===== src/sv/sha1h_pkg.sv =====
// ---------------------------------------------------------------------------
// sha1h_pkg: shared types and constants of the SHA-1 byte stream hasher
// Word type, chaining initial values, round constants and padding byte.
// ---------------------------------------------------------------------------
package sha1h_pkg;

   typedef logic [31:0] word_type;
   typedef logic [7:0]  byte_type;

   localparam word_type H0_INIT = 32'h67452301;
   localparam word_type H1_INIT = 32'hEFCDAB89;
   localparam word_type H2_INIT = 32'h98BADCFE;
   localparam word_type H3_INIT = 32'h10325476;
   localparam word_type H4_INIT = 32'hC3D2E1F0;

   localparam word_type K_ROUND0 = 32'h5A827999;
   localparam word_type K_ROUND1 = 32'h6ED9EBA1;
   localparam word_type K_ROUND2 = 32'h8F1BBCDC;
   localparam word_type K_ROUND3 = 32'hCA62C1D6;

   localparam byte_type PAD_BYTE = 8'h80;

   localparam logic REQ_DATA   = 1'b0;
   localparam logic REQ_FINISH = 1'b1;

   function automatic word_type rotl1(input word_type x);
      rotl1 = {x[30:0], x[31]};
   endfunction

   function automatic word_type rotl5(input word_type x);
      rotl5 = {x[26:0], x[31:27]};
   endfunction

   function automatic word_type rotl30(input word_type x);
      rotl30 = {x[1:0], x[31:2]};
   endfunction

endpackage


===== src/sv/sha1h_if.sv =====
// ---------------------------------------------------------------------------
// sha1h_req_if / sha1h_rsp_if: valid/ready channels of the SHA-1 hasher
// Request carries one byte or a finish marker; response carries the digest.
// ---------------------------------------------------------------------------
interface sha1h_req_if;
   logic valid;
   logic ready;
   logic req_type;
   sha1h_pkg::byte_type data_byte;

   modport source (output valid, output req_type, output data_byte, input ready);
   modport sink   (input valid, input req_type, input data_byte, output ready);
endinterface

interface sha1h_rsp_if;
   logic valid;
   logic ready;
   sha1h_pkg::word_type digest_a;
   sha1h_pkg::word_type digest_b;
   sha1h_pkg::word_type digest_c;
   sha1h_pkg::word_type digest_d;
   sha1h_pkg::word_type digest_e;

   modport source (output valid, output digest_a, output digest_b, output digest_c,
                   output digest_d, output digest_e, input ready);
   modport sink   (input valid, input digest_a, input digest_b, input digest_c,
                   input digest_d, input digest_e, output ready);
endinterface


===== src/sv/sha1_byte_stream_hasher.sv =====
// ---------------------------------------------------------------------------
// sha1_byte_stream_hasher: streaming SHA-1 over a byte stream
// Buffers message bytes in a 16 x 32 block memory, compresses each full
// block with one round per cycle and pads and emits the digest on finish.
// ---------------------------------------------------------------------------
//  channel   | dir | payload                         | moves
//  ----------+-----+---------------------------------+-----------------------
//  req_ch    | in  | req_type, data_byte             | one byte or finish
//  rsp_ch    | out | digest_a .. digest_e            | one digest per finish
//
//  A data item is written while idle; the item that fills the block starts a
//  compression (one memory read lead-in, 80 rounds, one chaining add), and no
//  item is taken until it ends. A finish item writes the padding bytes (9 to
//  72) one at a time, compresses one or two blocks and hands over the digest.
//  Reset is synchronous and restores the initial chaining values; the block
//  memory needs no clearing. A stalled response holds in its output register
//  while further data items are taken; a second digest waits for the slot.
// ---------------------------------------------------------------------------
module sha1_byte_stream_hasher (
   input  logic        clock,
   input  logic        reset,
   sha1h_req_if.sink   req_ch,
   sha1h_rsp_if.source rsp_ch
);

   localparam int ROUNDS = 80;

   localparam logic [2:0] ST_IDLE  = 3'd0;
   localparam logic [2:0] ST_PAD   = 3'd1;
   localparam logic [2:0] ST_LOAD  = 3'd2;
   localparam logic [2:0] ST_ROUND = 3'd3;
   localparam logic [2:0] ST_ADD   = 3'd4;
   localparam logic [2:0] ST_DONE  = 3'd5;

   localparam logic [6:0] LAST_ROUND = 7'(ROUNDS - 1);
   localparam logic [5:0] FILL_LAST  = 6'd63;
   localparam logic [5:0] FILL_LEN   = 6'd56;

   // control state
   logic [2:0]  state_ff, state_in;
   logic [5:0]  fill_ff, fill_in;
   logic [63:0] bits_ff, bits_in;
   logic        padding_ff, padding_in;   // finish in progress
   logic        first_ff, first_in;       // next pad byte is the marker byte
   logic        len_ff, len_in;           // writing the length field
   logic [6:0]  round_ff, round_in;
   logic        rsp_valid_ff, rsp_valid_in;

   // chaining words and working variables
   sha1h_pkg::word_type h_ff [5];
   sha1h_pkg::word_type h_in [5];
   sha1h_pkg::word_type a_ff, b_ff, c_ff, d_ff, e_ff;
   sha1h_pkg::word_type a_in, b_in, c_in, d_in, e_in;

   // message schedule window, index 15 holds the newest word
   sha1h_pkg::word_type sched_ff [16];

   // response payload
   sha1h_pkg::word_type dig_a_ff, dig_b_ff, dig_c_ff, dig_d_ff, dig_e_ff;
   logic                load_out;

   // block memory, big-endian bytes within each word
   sha1h_pkg::word_type blk_mem [16];
   sha1h_pkg::word_type rd_data_ff;
   logic [3:0]          rd_addr;
   logic                wr_en;
   sha1h_pkg::byte_type wr_byte;
   logic [1:0]          wr_lane;

   // round datapath
   sha1h_pkg::word_type w_cur, f_val, k_val, t_val;

   assign req_ch.ready    = (state_ff == ST_IDLE);
   assign rsp_ch.valid    = rsp_valid_ff;
   assign rsp_ch.digest_a = dig_a_ff;
   assign rsp_ch.digest_b = dig_b_ff;
   assign rsp_ch.digest_c = dig_c_ff;
   assign rsp_ch.digest_d = dig_d_ff;
   assign rsp_ch.digest_e = dig_e_ff;

   assign wr_lane = ~fill_ff[1:0];
   assign rd_addr = (state_ff == ST_LOAD) ? 4'd0 : 4'(round_ff[3:0] + 4'd1);

   // read one word a cycle, write one byte lane a cycle
   always_ff @(posedge clock) begin
      rd_data_ff <= blk_mem[rd_addr];
      if (wr_en) begin
         blk_mem[fill_ff[5:2]][{wr_lane, 3'b000} +: 8] <= wr_byte;
      end
   end

   // round function: memory words for the first sixteen rounds, then expand
   always_comb begin
      if (round_ff < 7'd16) begin
         w_cur = rd_data_ff;
      end else begin
         w_cur = sha1h_pkg::rotl1(sched_ff[13] ^ sched_ff[8] ^ sched_ff[2] ^ sched_ff[0]);
      end
      if (round_ff < 7'd20) begin
         f_val = (b_ff & c_ff) | (~b_ff & d_ff);
         k_val = sha1h_pkg::K_ROUND0;
      end else if (round_ff < 7'd40) begin
         f_val = b_ff ^ c_ff ^ d_ff;
         k_val = sha1h_pkg::K_ROUND1;
      end else if (round_ff < 7'd60) begin
         f_val = (b_ff & c_ff) | (b_ff & d_ff) | (c_ff & d_ff);
         k_val = sha1h_pkg::K_ROUND2;
      end else begin
         f_val = b_ff ^ c_ff ^ d_ff;
         k_val = sha1h_pkg::K_ROUND3;
      end
      t_val = sha1h_pkg::rotl5(a_ff) + f_val + e_ff + k_val + w_cur;
   end

   // sequencer
   always_comb begin
      state_in     = state_ff;
      fill_in      = fill_ff;
      bits_in      = bits_ff;
      padding_in   = padding_ff;
      first_in     = first_ff;
      len_in       = len_ff;
      round_in     = round_ff;
      rsp_valid_in = rsp_valid_ff && !rsp_ch.ready;
      load_out     = 1'b0;
      wr_en        = 1'b0;
      wr_byte      = '0;
      a_in = a_ff; b_in = b_ff; c_in = c_ff; d_in = d_ff; e_in = e_ff;
      for (int i = 0; i < 5; i++) begin
         h_in[i] = h_ff[i];
      end

      case (state_ff)
         ST_IDLE: begin
            if (req_ch.valid) begin
               if (req_ch.req_type == sha1h_pkg::REQ_DATA) begin
                  // append the byte, compress once the block is full
                  wr_en   = 1'b1;
                  wr_byte = req_ch.data_byte;
                  fill_in = fill_ff + 6'd1;
                  bits_in = bits_ff + 64'd8;
                  if (fill_ff == FILL_LAST) begin
                     state_in = ST_LOAD;
                  end
               end else begin
                  padding_in = 1'b1;
                  first_in   = 1'b1;
                  state_in   = ST_PAD;
               end
            end
         end
         ST_PAD: begin
            // marker byte, then zeros up to the length field, then the length
            wr_en = 1'b1;
            if (first_ff) begin
               wr_byte  = sha1h_pkg::PAD_BYTE;
               first_in = 1'b0;
            end else if (len_ff || fill_ff == FILL_LEN) begin
               wr_byte = bits_ff[{~fill_ff[2:0], 3'b000} +: 8];
               len_in  = 1'b1;
            end else begin
               wr_byte = '0;
            end
            fill_in = fill_ff + 6'd1;
            if (fill_ff == FILL_LAST) begin
               state_in = ST_LOAD;
            end
         end
         ST_LOAD: begin
            // word 0 is being read; seed the working variables
            round_in = '0;
            a_in = h_ff[0]; b_in = h_ff[1]; c_in = h_ff[2];
            d_in = h_ff[3]; e_in = h_ff[4];
            state_in = ST_ROUND;
         end
         ST_ROUND: begin
            a_in = t_val;
            b_in = a_ff;
            c_in = sha1h_pkg::rotl30(b_ff);
            d_in = c_ff;
            e_in = d_ff;
            round_in = round_ff + 7'd1;
            if (round_ff == LAST_ROUND) begin
               state_in = ST_ADD;
            end
         end
         ST_ADD: begin
            h_in[0] = h_ff[0] + a_ff;
            h_in[1] = h_ff[1] + b_ff;
            h_in[2] = h_ff[2] + c_ff;
            h_in[3] = h_ff[3] + d_ff;
            h_in[4] = h_ff[4] + e_ff;
            if (len_ff) begin
               state_in = ST_DONE;
            end else if (padding_ff) begin
               state_in = ST_PAD;
            end else begin
               state_in = ST_IDLE;
            end
         end
         ST_DONE: begin
            // hand over the digest once the output slot is free, then restart
            if (!rsp_valid_ff || rsp_ch.ready) begin
               load_out     = 1'b1;
               rsp_valid_in = 1'b1;
               h_in[0] = sha1h_pkg::H0_INIT;
               h_in[1] = sha1h_pkg::H1_INIT;
               h_in[2] = sha1h_pkg::H2_INIT;
               h_in[3] = sha1h_pkg::H3_INIT;
               h_in[4] = sha1h_pkg::H4_INIT;
               fill_in    = '0;
               bits_in    = '0;
               padding_in = 1'b0;
               first_in   = 1'b0;
               len_in     = 1'b0;
               state_in   = ST_IDLE;
            end
         end
         default: begin
            state_in = ST_IDLE;
         end
      endcase
   end

   always_ff @(posedge clock) begin
      if (reset) begin
         state_ff     <= ST_IDLE;
         fill_ff      <= '0;
         bits_ff      <= '0;
         padding_ff   <= 1'b0;
         first_ff     <= 1'b0;
         len_ff       <= 1'b0;
         round_ff     <= '0;
         rsp_valid_ff <= 1'b0;
         h_ff[0]      <= sha1h_pkg::H0_INIT;
         h_ff[1]      <= sha1h_pkg::H1_INIT;
         h_ff[2]      <= sha1h_pkg::H2_INIT;
         h_ff[3]      <= sha1h_pkg::H3_INIT;
         h_ff[4]      <= sha1h_pkg::H4_INIT;
      end else begin
         state_ff     <= state_in;
         fill_ff      <= fill_in;
         bits_ff      <= bits_in;
         padding_ff   <= padding_in;
         first_ff     <= first_in;
         len_ff       <= len_in;
         round_ff     <= round_in;
         rsp_valid_ff <= rsp_valid_in;
         for (int i = 0; i < 5; i++) begin
            h_ff[i] <= h_in[i];
         end
      end
   end

   // working variables, schedule window and response payload
   always_ff @(posedge clock) begin
      a_ff <= a_in;
      b_ff <= b_in;
      c_ff <= c_in;
      d_ff <= d_in;
      e_ff <= e_in;
      if (state_ff == ST_ROUND) begin
         for (int i = 0; i < 15; i++) begin
            sched_ff[i] <= sched_ff[i + 1];
         end
         sched_ff[15] <= w_cur;
      end
      if (load_out) begin
         dig_a_ff <= h_ff[0];
         dig_b_ff <= h_ff[1];
         dig_c_ff <= h_ff[2];
         dig_d_ff <= h_ff[3];
         dig_e_ff <= h_ff[4];
      end
   end

endmodule


===== src/flat_wrapper.sv =====
// flat-port wrapper written by rule: the top's interface ports become plain ports
module sha1_byte_stream_hasher_flat 
  (clock, reset, req_ch_valid, req_ch_req_type, req_ch_data_byte, req_ch_ready, rsp_ch_valid, rsp_ch_digest_a, rsp_ch_digest_b, rsp_ch_digest_c, rsp_ch_digest_d, rsp_ch_digest_e, rsp_ch_ready);
  sha1h_req_if req_ch_i ();
  sha1h_rsp_if rsp_ch_i ();
  input  logic clock;
  input  logic reset;
  input wire logic [$bits(req_ch_i.valid)-1:0] req_ch_valid;
  input wire logic [$bits(req_ch_i.req_type)-1:0] req_ch_req_type;
  input wire logic [$bits(req_ch_i.data_byte)-1:0] req_ch_data_byte;
  output wire logic [$bits(req_ch_i.ready)-1:0] req_ch_ready;
  output wire logic [$bits(rsp_ch_i.valid)-1:0] rsp_ch_valid;
  output wire logic [$bits(rsp_ch_i.digest_a)-1:0] rsp_ch_digest_a;
  output wire logic [$bits(rsp_ch_i.digest_b)-1:0] rsp_ch_digest_b;
  output wire logic [$bits(rsp_ch_i.digest_c)-1:0] rsp_ch_digest_c;
  output wire logic [$bits(rsp_ch_i.digest_d)-1:0] rsp_ch_digest_d;
  output wire logic [$bits(rsp_ch_i.digest_e)-1:0] rsp_ch_digest_e;
  input wire logic [$bits(rsp_ch_i.ready)-1:0] rsp_ch_ready;
  assign req_ch_i.valid = req_ch_valid;
  assign req_ch_i.req_type = req_ch_req_type;
  assign req_ch_i.data_byte = req_ch_data_byte;
  assign req_ch_ready = req_ch_i.ready;
  assign rsp_ch_valid = rsp_ch_i.valid;
  assign rsp_ch_digest_a = rsp_ch_i.digest_a;
  assign rsp_ch_digest_b = rsp_ch_i.digest_b;
  assign rsp_ch_digest_c = rsp_ch_i.digest_c;
  assign rsp_ch_digest_d = rsp_ch_i.digest_d;
  assign rsp_ch_digest_e = rsp_ch_i.digest_e;
  assign rsp_ch_i.ready = rsp_ch_ready;
  sha1_byte_stream_hasher u_core (.clock(clock), .reset(reset), .req_ch(req_ch_i), .rsp_ch(rsp_ch_i));
endmodule

===== config.mk =====
export PLATFORM = sky130hd
export DESIGN_NAME = sha1_byte_stream_hasher_flat
export DESIGN_NICKNAME = d
export VERILOG_FILES = /design/src/sv/sha1h_pkg.sv /design/src/sv/sha1h_if.sv /design/src/sv/sha1_byte_stream_hasher.sv /design/src/flat_wrapper.sv
export SDC_FILE = /design/constraint.sdc
export NUM_CORES = 2
export LEC_CHECK = 0
export BUFFER_PORTS_ARGS = -buffer_cell sky130_fd_sc_hd__buf_4
export CAP_MARGIN = 10
export CELL_PAD_IN_SITES_DETAIL_PLACEMENT = 0
export CELL_PAD_IN_SITES_GLOBAL_PLACEMENT = 2
export CORE_UTILIZATION = 40
export DETAILED_ROUTE_END_ITERATION = 6
export GPL_ROUTABILITY_DRIVEN = 0
export HOLD_SLACK_MARGIN = 0.06
export PLACE_DENSITY_LB_ADDON = 0.1
export SLEW_MARGIN = 20
export SYNTH_ARGS = -nofsm -noshare
export SYNTH_HDL_FRONTEND = slang
export SYNTH_SLANG_ARGS = --single-unit

===== constraint.sdc =====
create_clock -name clock -period 19.3 [get_ports clock]
set_input_delay 0.965 -clock clock [delete_from_list [all_inputs] [get_ports clock]]
set_output_delay 0.965 -clock clock [all_outputs]
set_load 0.02 [all_outputs]

# Word-level counts from Yosys, hierarchy flattened
# Memories as Yosys holds them, arrays and structs flattened. A register that Yosys moved wholly into a read port is not among the register bits.
# Cells that the tools add are included.
[classes]
eq_ne = 15
add_sub_neg = 14
n_reduce_logical = 16
n_bitwise = 20
n_lt_le_gt_ge = 4
n_mux = 64
n_shift = 3
[op_table]
columns = ["cell", "count"]
rows = [
  ["$mux 32", 12],
  ["$pmux 160 s2", 1],
  ["$pmux 32 s2", 5],
  ["$add 32x32->32", 9],
  ["$mux 64", 3],
  ["$mux 160", 1],
  ["$xor 32x32->32", 5],
  ["$and 32x32->32", 4],
  ["$pmux 64 s2", 1],
  ["$or 32x32->32", 3],
  ["$add 64x4->64 const B", 1],
  ["$shiftx 64x7->8", 1],
  ["$mux 8", 4],
  ["$not 32->32", 1],
  ["$shift 8x7->32 const A", 1],
  ["$shiftx 8x7->32", 1],
  ["$mux 31", 1],
  ["$reduce_and 4->1", 5],
  ["$mux 1", 18],
  ["$mux 3", 6],
  ["$mux 6", 3],
  ["$pmux 3 s6", 1],
  ["$pmux 6 s3", 1],
  ["$pmux 8 s2", 1],
  ["27 further kinds", 47],
]
[totals]
input_bits = 13
mem_count = 3
wordCells = 157
out_inout_bits = 162
reg_bits = 404
mem_bits_rw = 1184
[memory_table]
columns = ["name", "words", "word_bits", "read_ports", "rd_ports_with_merged_regs", "wr", "line", "text"]
rows = [
  ["u_core.blk_mem", 16, 32, 1, 1, 1, "sha1_byte_stream_hasher.sv:63", "sha1h_pkg::word_type blk_mem [16];"],
  ["u_core.sched_ff", 16, 32, 16, 0, 16, "sha1_byte_stream_hasher.sv:56", "sha1h_pkg::word_type sched_ff [16];"],
  ["u_core.h_ff", 5, 32, 5, 0, 5, "sha1_byte_stream_hasher.sv:50", "sha1h_pkg::word_type h_ff [5];"],
]

# Depth between registers and ports, before layout
[logic_depth]
depth_word = 11
mapped_depth = 26
depth_no_buf = 24

# Worst setup path after synthesis
# OpenSTA, ideal clock, no wires.
[synth_timing]
path_kind = "reg-to-reg"
from = "register u_core.state_ff[2]"
to = "memory u_core.sched_ff[0][0] in the netlist's numbering, enable pin"
slack_ns = -0.201
synth_period_minus_slack_ns = 19.501
t_required_ns = 18.225
arrival_time_ns = 18.426
n_path_buf = 3
setup_time_ns = 1.075
stages_incl_launch_ff = 9
cell_sequence = "dfxtp_1 > buf_2 > clkinv_1 > nand2_1 > inv_1 > nand2_1 > clkbuf_1 > clkinv_1 > clkbuf_1"
[synth_rtl]
columns = ["element", "line", "text"]
rows = [
  ["start: declaration", "sha1_byte_stream_hasher.sv:40", "logic [2:0] state_ff, state_in;"],
  ["start signal: assignment", "sha1_byte_stream_hasher.sv:241", "state_ff <= state_in;"],
  ["end: declaration", "sha1_byte_stream_hasher.sv:56", ""],
]

# Final worst setup path
[layout_timing]
from = "register u_core.round_ff[4]"
to = "register u_core.a_ff[31], data pin"
[layout_via]
elab_chain_len = 9
elab_cells_between_ends = 16
classes_between = "4 x add/sub; 4 x order compare; 8 x mux"
[layout_lines]
columns = ["element", "line", "text"]
rows = [
  ["start: declaration", "sha1_byte_stream_hasher.sv:46", "logic [6:0] round_ff, round_in;"],
  ["start signal: assignment", "sha1_byte_stream_hasher.sv:247", "round_ff <= round_in;"],
  ["$lt 7x6->1", "sha1_byte_stream_hasher.sv:105", "end else if (round_ff < 7'd60) begin"],
  ["$mux 32", "sha1_byte_stream_hasher.sv:105", ""],
  ["$mux 32", "sha1_byte_stream_hasher.sv:102", "end else if (round_ff < 7'd40) begin"],
  ["$mux 32", "sha1_byte_stream_hasher.sv:99", "if (round_ff < 7'd20) begin"],
  ["$add 32x32->32 (3 in series)", "sha1_byte_stream_hasher.sv:112", "t_val = sha1h_pkg::rotl5(a_ff) + f_val + e_ff + k_val + w_cur;"],
  ["$add 32x32->32 (*)", "sha1_byte_stream_hasher.sv:112", ""],
  ["$pmux 32 s2 (*)", "sha1_byte_stream_hasher.sv:133", "case (state_ff)"],
  ["net u_core.a_in[31]", "sha1_byte_stream_hasher.sv:53", "sha1h_pkg::word_type a_in, b_in, c_in, d_in, e_in;"],
  ["end signal: assignment", "sha1_byte_stream_hasher.sv:257", "a_ff <= a_in;"],
  ["end: declaration", "sha1_byte_stream_hasher.sv:52", "sha1h_pkg::word_type a_ff, b_ff, c_ff, d_ff, e_ff;"],
]
# Mark *: on every way through the listed nets, which the timed path passes. The rest lies on a longest branch.
# A chain may end at the register's enable or synchronous reset.

==> summary.txt <==
Leak = 28.4 nW
Final net count = 6103
Syn_nets = 5926
Setup violations, final = 0
Largest family of logic cells by synthesized area = compound AO/OA/AOI/OAI gates
CTS root buffer = clkbuf_16
Worst-Skew Late Latency = 0.82 ns
FFs w/ async S/R, synth = 0%
Netlist cell types = 81
DR pass1 iterations = 5
Top cell type's share of synthesized area = 57.2%
Vias = 44200
Cell row count = 153
Synth warn = 0
Sequential fraction of the synthesis area = 64.9%
Avg WL per Cell = 24.6 µm
GRT overflow = 0
R2R setup slack = 12.61 ns
Antenna violations before repair = 5
Ports = 175
Crit-path max FO = 33
Worst Tran Pin Value = 1.16 ns
GRT Util Overall = 22.4%
Post-CTS Setup Bufs = 0
Final Max Tran Viols = 0
Fillers = 15900
Initial Util = 40.4%
Worst EP arrival = 7.23 ns
Die width = 422 µm
PwrDens = 89.5 nW/µm²
Outcome = finished clean
Die area = 178000 µm²
Hold Path Cell Cnt = 0
PortBufs = 174
# resized after CTS = 0
First-pass GRT wire length = 294 mm
Startpoint types = flop
Final HPWL DP = 136 mm
VDD IR max = 0.0000752 V
CTS tree = built
Complex-gate fraction of the synthesized area = 10.8%
Clock skew = 0.0449 ns
CP Capture Type = flop
CTS H-tree depth = 4
Clock period minus worst slack = 6.69 ns
Longest Clk Path Bufs = 3
# Max-Cap Violations = 0
Setup ws final = 12.61 ns
Post-synthesis mux area share = 0.700%
Top cells by area, synth = edfxtp_1 (57%), dfxtp_1 (7.7%), nand2_1 (4.6%), ha_1 (4.0%), fa_1 (3.5%)
Area growth, synth to finish = 13.8%
Hold Vio Cnt, Final = 0
Layout cells sized above 1 = 9.48%
Worst slew margin = 22.7%
CTS clk-pin slew, worst paths = 0.06 ns
Total Wirelength = 202 mm
Area share of fa/ha/maj cells after synthesis = 7.54%
CTS Buf Count = 176
Worst path required time = 19.85 ns
Worst-case reg-to-reg path depth = 25
Total negative slack = 0 ns
Place WS = 12.71 ns
Clock sinks = 1617
Vias per inst = 5.39
Post-synth EDFFs = 1344
RSZ-0062 raised after global routing = false
Post-synthesis average cell area = 12.7 µm²
Worst Hold Class = reg -> reg
CTS hold repair buffers = 0
Most used DFF post-synth = edfxtp_1
#FFs+latches synth = 1617
Cell count after synthesis = 5562
Largest net degree at the start of global routing = 197
Core Area = 175000 µm²
Max Freq = 150 MHz
Synth Area in XOR/XNOR = 3.85%
1st-iter DRT viols = 3548
Final worst path period share = 34.6%
Synthesized cell area = 70600 µm²
Vias in the first global route = 42800
Critical path class = reg -> reg
Post-synth top area cell = edfxtp_1
Synth Area in Simple Gates = 9.74%
Die Height = 422 µm
DR DRC count = 0
Final ANT Viol Nets = 0
-- sequential cells by signal (all words and copies together) (netlist names), 32 cells and up --
register	flops
u_core.a_ff	32
u_core.b_ff	32
u_core.bits_ff	61
u_core.blk_mem	512
u_core.c_ff	32
u_core.d_ff	32
u_core.e_ff	32
u_core.h_ff	160
u_core.rd_data_ff	32
u_core.rsp_ch.digest_a	32
u_core.rsp_ch.digest_b	32
u_core.rsp_ch.digest_c	32
u_core.rsp_ch.digest_d	32
u_core.rsp_ch.digest_e	32
u_core.sched_ff	512
-- area by class of cell --
class	instances	area, µm²	share of cell area [%]
sequential	1617	45800	57.1
tap	2325	2910	3.62
timing repair buffer	225	1770	2.20
inverter	231	887	1.10
antenna	3	7.51	0.00935
clock buffer	233	4800	5.98
clock inverter	93	946	1.18
multi-input combinational	3488	23200	28.9
-- final timing paths --
check | end | start
max | u_core.a_ff[31]$_DFFE_PP_ | u_core.round_ff[4]$_SDFFE_PP0P_
min | u_core.sched_ff[0][66]$_DFFE_PP_ | u_core.sched_ff[0][98]$_DFFE_PP_
min reg2reg | u_core.sched_ff[0][66]$_DFFE_PP_ | u_core.sched_ff[0][98]$_DFFE_PP_
max reg2reg | u_core.a_ff[31]$_DFFE_PP_ | u_core.round_ff[4]$_SDFFE_PP0P_
-- cells by family (layout without fill, tap and decap cells) --
kind of cell / Yosys count / in the layout
AO/OA/AOI/OAI: 1201 / 1201
XOR/XNOR: 310 / 310
adder cells (fa/ha/maj): 351 / 351
buffers and inverters: 457 / 782
flip-flops: 1617 / 1617
multiplexers: 32 / 32
other: 0 / 3
AND/OR/NAND/NOR: 1594 / 1594
-- metal layers --
| metal | GRT usage [%] | vias to the layer above | part of all wire, % |
|---|---|---|---|
| met5 | 0 | - | 0.0064 |
| met4 | 6.15 | 2 | 2.4 |
| met3 | 2.67 | 271 | 4.2 |
| met2 | 36.4 | 1077 | 47 |
| met1 | 31.6 | 22200 | 46 |
| li1 | - | 20700 | - |
-- power by group --
group	switching [mW]	total [mW]	internal, mW
clock	1.42	3.36	1.94
combinational	0.0603	0.0757	0.0154
sequential	0.00298	3.75	3.74
-- cell usage in the layout, fill, tap and decap left out, drive strengths merged, types with 13 or more instances in the layout --
master  instances
nor2b          63
o211ai         13
a211oi         53
inv           239
a311oi         66
xor2          120
bufinv         14
o32a           14
a22oi          21
a31oi          86
and2           16
o32ai          14
mux2i          13
ha            227
o21bai         27
o21ai         270
xnor2         190
and3           22
nand4          22
clkbuf        233
dfxtp         273
o21a           33
nand2b         24
fa            124
nor3           69
edfxtp       1344
buf           225
o22ai         146
nor2          356
a21o           96
clkinv         63
mux4           13
a21oi         280
nand2         864
o31ai          16
nand3          83
or3            29
-- metrics by stage --
| stage | utilization (%) | power [mW] | std cells | area, µm² | hold WS, ns |
|---|---|---|---|---|---|
| after floorplan | - | 3.86 | 5562 | 70600 | 0.400 |
| after global routing | 46.0 | 7.40 | 8212 | 80300 | 0.416 |
| after global placement | 42.7 | 3.90 | 7886 | 74500 | 0.400 |
| final | 46.0 | 7.19 | 8215 | 80300 | 0.412 |
| after CTS | 46.0 | 7.26 | 8212 | 80300 | 0.382 |
| after detailed placement | 42.7 | 3.90 | 7886 | 74500 | 0.405 |
-- worst max-delay path, stage by stage, from the launching register on --
cell and delay (ns):
dfxtp_1 0.43, a41oi_1 0.59, nand2_1 0.14, nand2_1 0.10
buf_4 0.38, nor2_1 0.07, a211oi_1 0.31, fa_1 0.47
inv_1 0.08, fa_1 0.47, fa_1 0.56, inv_1 0.04
ha_1 0.20, inv_1 0.07, fa_1 0.20, nor2b_1 0.05
o21a_1 0.18, o21ai_1 0.25, a21o_1 0.21, a31o_2 0.19
a21oi_1 0.15, a22o_1 0.26, or4b_4 0.51, a31oi_4 0.17
xnor2_1 0.08, mux2_4 0.25
-- cells in the mapped netlist, types with 13 or more instances --
master / count
a22oi_1: 21
nor3_1: 66
fa_1: 124
edfxtp_1: 1344
o21ai_0: 260
or3_1: 29
o21a_1: 33
nand3_1: 83
nand4_1: 21
ha_1: 227
nand2b_1: 24
inv_1: 228
and3_1: 22
a31oi_1: 85
o22ai_1: 146
dfxtp_1: 273
mux2i_1: 13
o32ai_1: 14
mux4_2: 13
xor2_1: 120
clkbuf_1: 206
nor2_1: 356
o211ai_1: 13
a21oi_1: 279
o32a_1: 14
xnor2_1: 190
buf_1: 18
nor2b_1: 63
o31ai_1: 14
a311oi_1: 66
o21bai_1: 27
nand2_1: 861
a21o_1: 96
and2_1: 16
a211oi_1: 52
Power figures use the tool's default switching activity.
